File: src/rtl/core/spm_pkg.sv
// spm_pkg: shared sizes, codes and word types of the sparse paged memory.
// Depends on nothing; every module of the block but spm_ram imports it.
package spm_pkg;

  localparam int MAX_PAGES      = 16;
  localparam int PAGE_BYTES     = 4096;
  localparam int ADDR_BITS      = 64;
  localparam int DATA_BITS      = 64;
  localparam int OFF_BITS       = $clog2(PAGE_BYTES);
  localparam int PN_BITS        = ADDR_BITS - OFF_BITS;
  localparam int WORDS_PER_PAGE = PAGE_BYTES / 8;
  localparam int WORD_BITS      = $clog2(WORDS_PER_PAGE);
  localparam int FRAME_BITS     = (MAX_PAGES > 1) ? $clog2(MAX_PAGES) : 1;
  localparam int COUNT_BITS     = $clog2(MAX_PAGES + 1);
  localparam int TOTAL_WORDS    = MAX_PAGES * WORDS_PER_PAGE;
  localparam int MEM_ABITS      = FRAME_BITS + WORD_BITS;
  localparam int QDEPTH         = 2;
  localparam int QPTR_BITS      = 1;
  localparam int QCNT_BITS      = 2;

  localparam logic CMD_READ  = 1'b0;
  localparam logic CMD_WRITE = 1'b1;

  typedef struct packed {
    logic                 command;
    logic [ADDR_BITS-1:0] address;
    logic [1:0]           size_log2;
    logic [DATA_BITS-1:0] write_data;
  } mem_req_t;

  typedef struct packed {
    logic [DATA_BITS-1:0] read_data;
    logic                 page_created;
    logic                 table_full;
  } mem_rsp_t;

  // one classified access waiting for the frame memory
  typedef struct packed {
    logic                  is_write;
    logic                  has_frame;
    logic                  created;
    logic                  full;
    logic [FRAME_BITS-1:0] frame;
    logic [WORD_BITS-1:0]  word;
    logic [2:0]            lane;
    logic [1:0]            size_log2;
    logic [DATA_BITS-1:0]  wdata;
  } spm_op_t;

endpackage

File: src/rtl/core/spm_queue.sv
// spm_queue: short queue of classified words between front and back.
// Depends on spm_pkg.
module spm_queue (
  input  logic             clk,
  input  logic             rst,
  input  logic             push,
  input  spm_pkg::spm_op_t push_op,
  input  logic             pop,
  output logic             nonempty,
  output logic             full,
  output spm_pkg::spm_op_t head
);
  import spm_pkg::*;

  spm_op_t              slots [QDEPTH];
  logic [QPTR_BITS-1:0] wr_ptr;
  logic [QPTR_BITS-1:0] rd_ptr;
  logic [QCNT_BITS-1:0] count;

  assign nonempty = (count != '0);
  assign full     = (count == QCNT_BITS'(QDEPTH));
  assign head     = slots[rd_ptr];

  always_ff @(posedge clk) begin
    if (rst) begin
      wr_ptr <= '0;
      rd_ptr <= '0;
      count  <= '0;
    end else begin
      if (push) wr_ptr <= wr_ptr + QPTR_BITS'(1);
      if (pop)  rd_ptr <= rd_ptr + QPTR_BITS'(1);
      if (push && !pop)      count <= count + QCNT_BITS'(1);
      else if (pop && !push) count <= count - QCNT_BITS'(1);
    end
    if (push) slots[wr_ptr] <= push_op;
  end
endmodule

File: config.mk
export PLATFORM = sky130hd
export DESIGN_NAME = spm_queue
export DESIGN_NICKNAME = d
export VERILOG_FILES = /design/src/rtl/core/spm_pkg.sv /design/src/rtl/core/spm_queue.sv
export SDC_FILE = /design/constraint.sdc
export NUM_CORES = 1
export LEC_CHECK = 0
export BUFFER_PORTS_ARGS = -buffer_cell sky130_fd_sc_hd__buf_2
export CORE_UTILIZATION = 44
export DETAILED_ROUTE_END_ITERATION = 7
export PLACE_DENSITY = 0.71
export SKIP_CTS_REPAIR_TIMING = 1
export SLEW_MARGIN = 30
export SYNTH_ARGS = -nofsm -noshare
export SYNTH_HDL_FRONTEND = slang
export SYNTH_SLANG_ARGS = --single-unit
export TNS_END_PERCENT = 30
File: constraint.sdc
create_clock -name clk -period 11.4 [get_ports clk]
set_input_delay 2.28 -clock clk [delete_from_list [all_inputs] [get_ports clk]]
set_output_delay 2.28 -clock clk [all_outputs]
set_load 0.01 [all_outputs]
==> run summary <==
Worst-Margin Slew - 0.841 ns
Fmax - 208 MHz
Final period util - 42.2%
Global Route Usage Sum - 14.7%
post-synthesis compound-gate area fraction - 0.151%
CP Data Arrival Time - 2.53 ns
Critical Path Start Type - flip-flop
largest net degree at the start of global routing - 87
Setup TNS - 0 ns
worst hold margin - 0.528 ns
most frequent cells in the layout - buf_2, edfxtp_1, mux2_2, mux2_4, clkbuf_16
Seq cells post-synth - 177
grt total ovfl - 0
CTS Sinks - 177
post-route ant nets - 0
Vias - 3287
Rows - 44
vias in the first global route - 3491
Clock Latency Late Sink - 0.41 ns
status - complete, no violations
Fill cells - 1125
Initial Util - 45.4%
endpoints failing setup - 0
worst-case clock buffer depth - 2
CTS tree - yes
adder-cell area share of the yosys netlist - 0.189%
die footprint - 0.0155 mm²
top sig layer - met4
Reg2Reg Setup Slack - 9.77 ns
cell count of the worst reg-to-reg path - 2
VDD IR-drop max - 0.0950 mV
IO Port Bufs - 177
skew final - 0.00633 ns
wire per inst - 16.5 µm
commonest non-fill, non-tap cell in the layout - buf_2
H-tree depth - 4
HP Class - reg -> reg
Synth Area in XOR/XNOR - 0.529%
post-synthesis simple-gate area fraction - 0.700%
Root Driver - clkbuf_16
area grow syn2layout - 24.6%
post-synthesis mux area share - 16.9%
core area - 0.0146 mm²
CTS clk-pin slew, worst paths - 0.06 ns
post-layout min period - 4.81 ns
final WL - 11.2 mm
power per cell area - 183 mW/mm²
met3 wire length - 864 µm
Avg Cell Area, Syn - 22.8 µm²
Critical Path End - head[19]
sequential element share of the synthesized area - 79.6%
DIE WIDTH - 125 µm
CP endpoint kind - output port
via/cell ratio - 4.86
Num CTS Buffers - 17
reg2reg start - wr_ptr
syn nets - 381
Starting DRT DRC Count - 198
M1 WL - 4.81 mm
first-pass GRT wire length - 17.2 mm
CP Class - reg -> out
yosys warns - 0
Required @ worst endpoint - 9.12 ns
IO Pins - 178
RSZ-0062 raised after global routing - false
RD Place Congestion - 0.675
share of cells above drive strength 1 - 60.4%
Non-Filler Instances - 677
metal2 WL - 5.28 mm
reg2reg end - slots[1][17]
Hold Startpoint - rd_ptr
synth unique cells - 19
final net count - 570
First-pass DRT Iterations - 4
max-cap violation count - 0
Die H - 125 µm
DP HPWL - 6.95 mm
Multi-input gate area - 0.00123 mm²
initial antenna violation count - 0
Cells after DPL - 644
Slew headroom - 43.9%
register area - 0.00527 mm²
max-slew violations - 0
largest family of logic cells by synthesized area - multiplexers
Synth Cell Area - 0.00662 mm²
Final Hold Viols - 0
Leak - 3.18 nW
drt drc - 0
Critical Path Fanout Max - 45
synthesized instance count - 290
==> cell families after synthesis <==
group / Yosys count
adder cells (fa/ha/maj): 1
AO/OA/AOI/OAI: 2
flip-flops: 177
AND/OR/NAND/NOR: 9
XOR/XNOR: 4
multiplexers: 86
buffers and inverters: 11
==> layout make-up <==
class	count	share of cell area [%]
flip-flops and latches	177	63.9
multi-input cells	102	14.9
clock buffers	23	5.55
inverters	1	0.0455
repair buffers	180	11.1
well taps	184	2.79
diodes	1	0.0303
clock inverters	9	1.62
==> stage by stage <==
stage          total power [W]  setup slack [ns]  utilization (%)  instance area [µm²]
2_1_floorplan         0.000890              4.82                -                 6620
3_3_place_gp          0.000945              7.02             52.4                 7640
3_5_place_dp          0.000951              6.98             52.4                 7650
4_1_cts                0.00153              6.51             56.5                 8240
5_1_grt                0.00156              6.44             56.5                 8240
6_report               0.00151              6.59             56.5                 8250
==> worst min-delay path by stage <==
stage | endpoint | cells past startpoint
after floorplan | count[1] | 2
after global placement | count[1] | 2
after detailed placement | rd_ptr | 2
after CTS | rd_ptr | 2
after global routing | count[1] | 2
final | rd_ptr | 2
==> cells in the mapped netlist, drive strengths merged <==
library cell / number / area, µm²
a21oi: 1 / 5.00
and2: 1 / 6.26
xor2: 2 / 17.5
nor2: 4 / 15.0
or2: 1 / 6.26
inv: 1 / 3.75
buf: 10 / 126
ha: 1 / 12.5
nor2b: 2 / 12.5
edfxtp: 172 / 5160
or3: 1 / 6.26
dfxtp: 5 / 100
xnor2: 2 / 17.5
o21ai: 1 / 5.00
mux2: 86 / 1120
==> where the power goes <==
group / internal [W] / total [W] / leakage [nW] / switching, W
Clock: 0.000351 / 0.000574 / 0.274 / 0.000223
Sequential: 0.000760 / 0.000777 / 1.66 / 0.0000172
Combinational: 0.0000808 / 0.000157 / 1.25 / 0.0000765
Total: 0.00119 / 0.00151 / 3.18 / 0.000317
==> metal layers <==
layer  vias up  GRT usage (%)
met1      1617           17.8
met4         0           6.87
li1       1523              -
met2       129           23.6
met3        18           5.15
met5         -              0
==> worst max-delay path: stages (launching register included) <==
cell     delay [ns]
dfxtp_4        0.82
buf_4          0.67
mux2_2         0.41
buf_2          0.14
==> registers in the layout, summed over array words and instances, names as in the netlist, named ones only <==
name,flops
count,2
rd_ptr,1
slots,172
wr_ptr,1
Note: power is estimated with default switching activity, not from simulation.
